==> config.mk <==
export PLATFORM = sky130hd
export DESIGN_NAME = irt_cmp
export DESIGN_NICKNAME = d
export VERILOG_FILES = /design/src/sv/irt_pkg.sv /design/src/sv/irt_cmp.sv
export SDC_FILE = /design/constraint.sdc
export NUM_CORES = 1
export LEC_CHECK = 0
export BUFFER_PORTS_ARGS = -buffer_cell sky130_fd_sc_hd__buf_4
export CAP_MARGIN = 20
export CORE_MARGIN = 10
export CORE_UTILIZATION = 47
export DETAILED_ROUTE_END_ITERATION = 10
export PLACE_DENSITY_LB_ADDON = 0.3
export SLEW_MARGIN = 20
export SYNTH_ARGS = -nofsm -noshare
export SYNTH_HDL_FRONTEND = slang
export SYNTH_SLANG_ARGS = --single-unit
export TNS_END_PERCENT = 1
==> constraint.sdc <==
create_clock -name vclk -period 3.7
set_clock_uncertainty 0.1 [all_clocks]
set_input_delay 0.74 -clock vclk [all_inputs]
set_output_delay 0.74 -clock vclk [all_outputs]
set_load 0.01 [all_outputs]
==> src/sv/irt_pkg.sv <==
package irt_pkg;

    localparam int ADDR_W = 64;
    localparam int TAG_W  = 8;
    localparam int HDL_W  = 8;
    localparam int OP_W   = 2;
    localparam int STAT_W = 3;

    localparam logic [OP_W-1:0] OP_INSERT = 2'd0;
    localparam logic [OP_W-1:0] OP_FIND   = 2'd1;
    localparam logic [OP_W-1:0] OP_REMOVE = 2'd2;

    localparam logic [STAT_W-1:0] ST_OK         = 3'd0;
    localparam logic [STAT_W-1:0] ST_OVERLAP    = 3'd1;
    localparam logic [STAT_W-1:0] ST_FULL       = 3'd2;
    localparam logic [STAT_W-1:0] ST_NOT_FOUND  = 3'd3;
    localparam logic [STAT_W-1:0] ST_BAD_HANDLE = 3'd4;
    localparam logic [STAT_W-1:0] ST_EMPTY      = 3'd5;

    // one stored region, half-open [base, limit)
    typedef struct packed {
        logic [TAG_W-1:0]  kind;
        logic [TAG_W-1:0]  prot;
        logic [ADDR_W-1:0] limit;
        logic [ADDR_W-1:0] base;
    } region_t;

    localparam int REGION_W = $bits(region_t);

    // what the compare unit is asked to check
    typedef struct packed {
        logic              find_mode;
        logic [ADDR_W-1:0] key_lo;
        logic [ADDR_W-1:0] key_hi;
    } cmp_req_t;

endpackage

==> src/sv/irt_cmp.sv <==
module irt_cmp import irt_pkg::*; (
    input  cmp_req_t req,
    input  logic     entry_valid,
    input  region_t  entry,
    output logic     hit
);

    logic lo_ok;
    logic hi_ok;

    // find: base <= addr; insert: base < new limit
    always_comb begin
        if (req.find_mode) begin
            lo_ok = entry.base <= req.key_lo;
        end else begin
            lo_ok = entry.base < req.key_hi;
        end
        hi_ok = req.key_lo < entry.limit;
        hit   = entry_valid && lo_ok && hi_ok;
    end

endmodule

Yosys cells after proc, flatten, opt, wreduce, memory -nomap -nowiden
Cells that the tools add are included.
{"block": "totals", "output_inout_bits": 1, "memories": 0, "romBits": 0, "latch_bits": 0, "ff_bits": 0, "ramBits": 0, "word_cells": 6}
{"block": "classes", "n_reduce_logical": 2, "bitwise_logic": 0, "n_eq_ne": 0, "div": 0, "n_lt_le_gt_ge": 3, "shifts": 0, "mux": 1, "n_mul": 0, "n_addsub": 0}
{"cell": "$lt A64 B64 Y1", "count": 2}
{"cell": "$le A64 B64 Y1", "count": 1}
{"cell": "$logic_and A1 B1 Y1", "count": 2}
{"cell": "$mux W1", "count": 1}

Longest topological paths before layout
Gate-level depths: netlist of the first run.
{"block": "logic_depth", "word_depth": 4, "ltp_mapped": 10}

Least setup slack after synthesis of the first run
OpenSTA, ideal clock, no wires.
{"block": "synth_path", "path_type": "in2out", "startpoint": "input port req[110] (netlist bit)", "endpoint": "output port hit", "path_slack_ps": 336, "path_stages": 8, "t_arrival_ps": 2524, "cell_sequence": "inv_1 -> ha_1 -> nand4_1 -> or4_1 -> or3_1 -> o21a_1 -> o21ai_1 -> nor4b_4"}
{"block": "synth_via", "elab_chain_len": 4, "elab_cells_between_ends": 5}
{"item": "start, declared", "line": "irt_cmp.sv:2", "source": "input cmp_req_t req,"}
{"item": "$le A64 B64 Y1", "line": "irt_cmp.sv:14", "source": "lo_ok = entry.base <= req.key_lo;"}
{"item": "$mux W1", "line": "irt_cmp.sv:13", "source": "if (req.find_mode) begin"}
{"item": "$logic_and A1 B1 Y1", "line": "irt_cmp.sv:19", "source": "hit = entry_valid && lo_ok && hi_ok;"}
{"item": "$logic_and A1 B1 Y1 (*)", "line": "irt_cmp.sv:19"}
{"item": "end, declared", "line": "irt_cmp.sv:5", "source": "output logic hit"}
Mark *: on every way between the ends. The rest lies on a longest branch, timed or not.

Worst setup path in the final report of the first run
{"block": "layout_path", "startpoint": "input port req[123] (netlist bit)", "endpoint": "output port hit"}
The elaborated chain is that of the path after synthesis.

==> run summary, run 1 <==
max incr delay on CP -> 0.58 ns
Die Span Y -> 121 um
Mapped Area -> 4760 sq um
DR vias -> 5,517
slowest CP cell -> or4_4
Max VDD drop -> 0.0712 mV
Post-Syn Instances -> 674
Hold Path Class -> in2out
failing checks -> negative setup slack
Critical Path, Cell by Cell -> buf_8 -> inv_4 -> ha_4 -> nand4_1 -> or4_4 -> or3_4 -> o21a_1 -> o21ai_1 -> nor4b_4 -> buf_4
DIE WIDTH -> 121 um
max_cap viols -> 0
Ant. Diodes -> 0
DR vias/cell -> 5.05
final slew viol count -> 0
drt wl/cell -> 15.4 um
setup ws final -> -0.0131 ns
relative slew slack -> 63.4%
Pleak -> 4.45 nW
total negative slack -> -0.0131 ns
Final HPWL DP -> 15,600 um
CP Data Arrival Time -> 2.87 ns
# IOs -> 275
Critical Path Source Type -> input port
maximum clock frequency -> 0.269 GHz
global route total overflow -> 0
Slew @ Worst Pin -> 0.544 ns
period utilization -> 100%
pin count of the biggest net entering global routing -> 4
syn nets -> 1,138
vias in the first global route -> 6,022
post-synthesis sequential area ratio -> 0%
status -> finished with violations
layout cells sized above 1 -> 32.5%
total track usage -> 21.2%
Synth cell types -> 37
GP Congestion -> 0.881
Rows -> 36
Starting DRT DRC Count -> 259
Req. time, crit path -> 2.86 ns
core footprint -> 9820 sq um
DRC viols -> 0
# clk buffers -> 0
minimum clock period -> 3.71 ns
final setup fails -> 1
count of final hold-check violations -> 0
WL final -> 16,800 um
Worst setup EP type -> output pin
Filler cells -> 850
Critical Path Fanout Max -> 2
Final #Nets -> 1,426
total iterations of the first detailed-routing run -> 4
worst setup path category -> in2out
CP top delay family -> simple AND/OR/NAND/NOR gates
RSZ-0062 raised after global routing -> yes
Storage cell area -> 0 sq um
first-pass GRT wire length -> 26,200 um
synthesis-to-layout area growth -> 52.4%
synthesized area per cell -> 7.07 sq um
post-route ant nets -> 0
PwrDens -> 101 nW/um^2
starting density of the core -> 48.5%
DIE AREA -> 14,600 sq um
initial antenna violation count -> 0
FF+latch count -> 0
Bufs and invs on worst path -> 3
Syn. warnings -> 0
Power Total -> 0.736 mW
I/O Buffers -> 259
[path summary, 6_finish.rpt]
path,from,to,slack (ns),cells after the start
max,req[123],hit,-0.01,10
min,req[128],hit,1.91,5
[logic make-up after synthesis]
| logic type | Yosys count | synth area share, % |
|---|---|---|
| AND/OR/NAND/NOR | 140 | 15.7 |
| adder cells (fa/ha/maj) | 190 | 49.9 |
| buffers and inverters | 192 | 15.1 |
| AO/OA/AOI/OAI | 152 | 19.3 |
[routing by layer]
layer	share of wire, %	GRT usage, %	vias to the layer above
li1	-	-	2920
met1	38	22.0	2412
met2	53	43.4	165
met3	6.9	4.14	20
met4	1.7	2.56	0
met5	0	0	-
[cells in the final DEF, fill, tap and decap left out, types with 3 or more instances in the layout]
master	n
buf_4	279
inv_1	188
ha_1	185
a21oi_1	65
nand2_1	34
nand4_1	27
nand3_1	22
nor2_1	20
a21o_1	19
o21ai_0	17
a211oi_1	10
nor3_1	10
o21ai_1	9
nor2b_1	7
ha_4	5
buf_6	5
o21a_1	4
a31oi_1	4
and4_1	4
o21bai_1	4
a221o_1	3
or4_4	3
[layout make-up]
type	instances	area, sq um	area share [%]
Tap cell	133	166	2.29
Multi-Input combinational cell	482	4190	57.7
Timing Repair Buffer	286	2180	30.0
Inverter	192	726	10.0
[report_power, final]
part / switching [mW] / internal (mW) / leakage (nW)
sequential: 0 / 0 / 0
combinational: 0.322 / 0.415 / 4.45
clock: 0 / 0 / 0
[timing repair]
| item | in CTS | in global routing |
|---|---|---|
| pin swaps | 5 | 14 |
| setup endpoints to repair | 1 | 1 |
| hold buffers | 0 | 0 |
| cloned | 0 | 0 |
| buffers inserted | 2 | 1 |
| resized for setup | 14 | 24 |
[cell usage after synthesis, types with 5 or more instances]
cell type / instances / area, sq um
a211oi_1: 10 / 75.1
a21o_1: 19 / 143
a21oi_1: 66 / 330
a31oi_1: 5 / 31.3
ha_1: 190 / 2380
inv_1: 192 / 721
nand2_1: 34 / 128
nand3_1: 23 / 115
nand4_1: 27 / 169
nor2_1: 20 / 75.1
nor2b_1: 7 / 43.8
nor3_1: 10 / 50.1
o21ai_0: 18 / 90.1
o21ai_1: 9 / 45.0
[stage by stage]
stage	hold slack, ns	std cells	area, sq um	worst slack [ns]	util (%)
5_1_grt	1.95	1093	7260	-0.111	73.9
4_1_cts	1.91	1092	7130	0.0136	72.6
3_3_place_gp	1.90	1090	7050	-0.219	71.8
2_1_floorplan	1.64	674	4760	0.336	-
3_5_place_dp	1.91	1090	7050	-0.233	71.8
6_report	1.91	1093	7260	-0.0131	73.9
Power figures use the tool's default switching activity.
==> inputs of run 2 (changes only) <==
CORE_ASPECT_RATIO = 1.2   (was not set)
CORE_UTILIZATION = 51   (was 47)
clock period = 4.8 ns   (was 3.7 ns; I/O delays follow)
==> run summary, run 2 (synthesized netlist as in run 1, its figures left out) <==
minimum clock period -> 4.29 ns
Ant. Diodes -> 0
RSZ-0062 raised after global routing -> no
status -> finished, final reports clean
core footprint -> 9080 sq um
worst setup path category -> in2out
Worst setup EP type -> output pin
synthesis-to-layout area growth -> 44.0%
relative slew slack -> 60.2%
# IOs -> 275
most used routing layer -> met2
DIE WIDTH -> 108 um
total negative slack -> 0 ns
WL final -> 16,000 um
Min-Delay Startpoint -> req[128]
layout cells sized above 1 -> 28.3%
period utilization -> 89.4%
post-route ant nets -> 0
global route total overflow -> 0
Req. time, crit path -> 3.74 ns
GRT met2 Usage -> 42.2%
max_cap viols -> 0
DRC viols -> 0
most frequent cells in the layout -> 259 x buf_4, 192 x inv_1, 190 x ha_1
Slew @ Worst Pin -> 0.592 ns
Critical Path Source Type -> input port
Pleak -> 4.30 nW
met1 global-route usage -> 21.7%
CTS Hold Bufs -> 0
vias in the first global route -> 5,651
Rows -> 38
Setup Buffers After CTS -> 0
final setup fails -> 0
drt wl/cell -> 15.2 um
final slew viol count -> 0
CP Data Arrival Time -> 3.23 ns
FF+latch count -> 0
total iterations of the first detailed-routing run -> 4
Hold Path Class -> in2out
Final #Nets -> 1,399
post-CTS sizing -> 0
# clk buffers -> 0
pin count of the biggest net entering global routing -> 4
I/O Buffers -> 259
initial antenna violation count -> 0
total track usage -> 22.0%
first-pass GRT wire length -> 25,100 um
Die Span Y -> 126 um
routing usage on met3 -> 6.73%
starting density of the core -> 52.5%
Hold Crit Endpoint -> hit
most common cell after layout, fill and taps aside -> buf_4
DIE AREA -> 13,600 sq um
Storage cell area -> 0 sq um
count of final hold-check violations -> 0
DR vias -> 5,503
PwrDens -> 76.5 nW/um^2
Starting DRT DRC Count -> 111
maximum clock frequency -> 0.233 GHz
GP Congestion -> 0.905
Final HPWL DP -> 15,500 um
Critical Path Fanout Max -> 3
Worst Hold Path Cells -> 5
DR vias/cell -> 5.23
Max VDD drop -> 0.0477 mV
Util after Layout -> 75.5%
## run 2: cell count changes in the layout (fill, tap and decap cells not counted), moves of 2 or more
cell       previous run  this run
inv_1               188       192
buf_6                 5         0
inv_2                 2         0
inv_4                 2         0
a2111oi_0             0         4
ha_1                185       190
ha_4                  5         0
buf_4               279       259
a2111oi_2             2         0
buf_8                 2         0
## run 2: worst max-delay path, cell delays in order
cell and delay, ns:
buf_4 0.09, inv_1 0.03, ha_1 0.30, nand4_1 0.17, or4_1 0.59, or3_1 0.43
a31oi_1 0.27, o21ai_1 0.10, nor4b_4 0.13, buf_4 0.17
## run 2: worst max-delay path by stage
stage	from	to	cells past startpoint
floorplan	req[110]	hit	8
detailed placement	req[84]	hit	10
finish	req[110]	hit	10
global route	entry[65]	hit	11
CTS	req[84]	hit	10
global placement	req[84]	hit	10
## run 2: routing by layer
layer  wire length [um]  part of all wire, %
met1               5740                   36
met2               8260                   52
met3               1530                  9.5
met4                505                  3.2
met5                  0                    0
## run 2: final cells by class
cell class	instances	area (sq um)
inverters	192	721
well taps	120	150
repair buffers	259	1940
fillers	750	2220
multi-input cells	482	4040
## run 2: through the flow
| step | setup WS [ns] | total power, mW | hold slack [ns] | cell area [sq um] | cells |
|---|---|---|---|---|---|
| after floorplan | 0.996 | 0.272 | 2.08 | 4760 | 674 |
| after global placement | 0.464 | 0.509 | 2.33 | 6860 | 1053 |
| after detailed placement | 0.455 | 0.525 | 2.34 | 6860 | 1053 |
| after CTS | 0.447 | 0.529 | 2.34 | 6860 | 1053 |
| after global routing | 0.224 | 0.602 | 2.37 | 6860 | 1053 |
| final | 0.510 | 0.524 | 2.34 | 6860 | 1053 |
## run 2: power by group
part | leakage, nW | total [mW] | switching [mW] | internal, mW
registers | 0 | 0 | 0 | 0
logic | 4.30 | 0.524 | 0.233 | 0.292
clock network | 0 | 0 | 0 | 0
total | 4.30 | 0.524 | 0.233 | 0.292
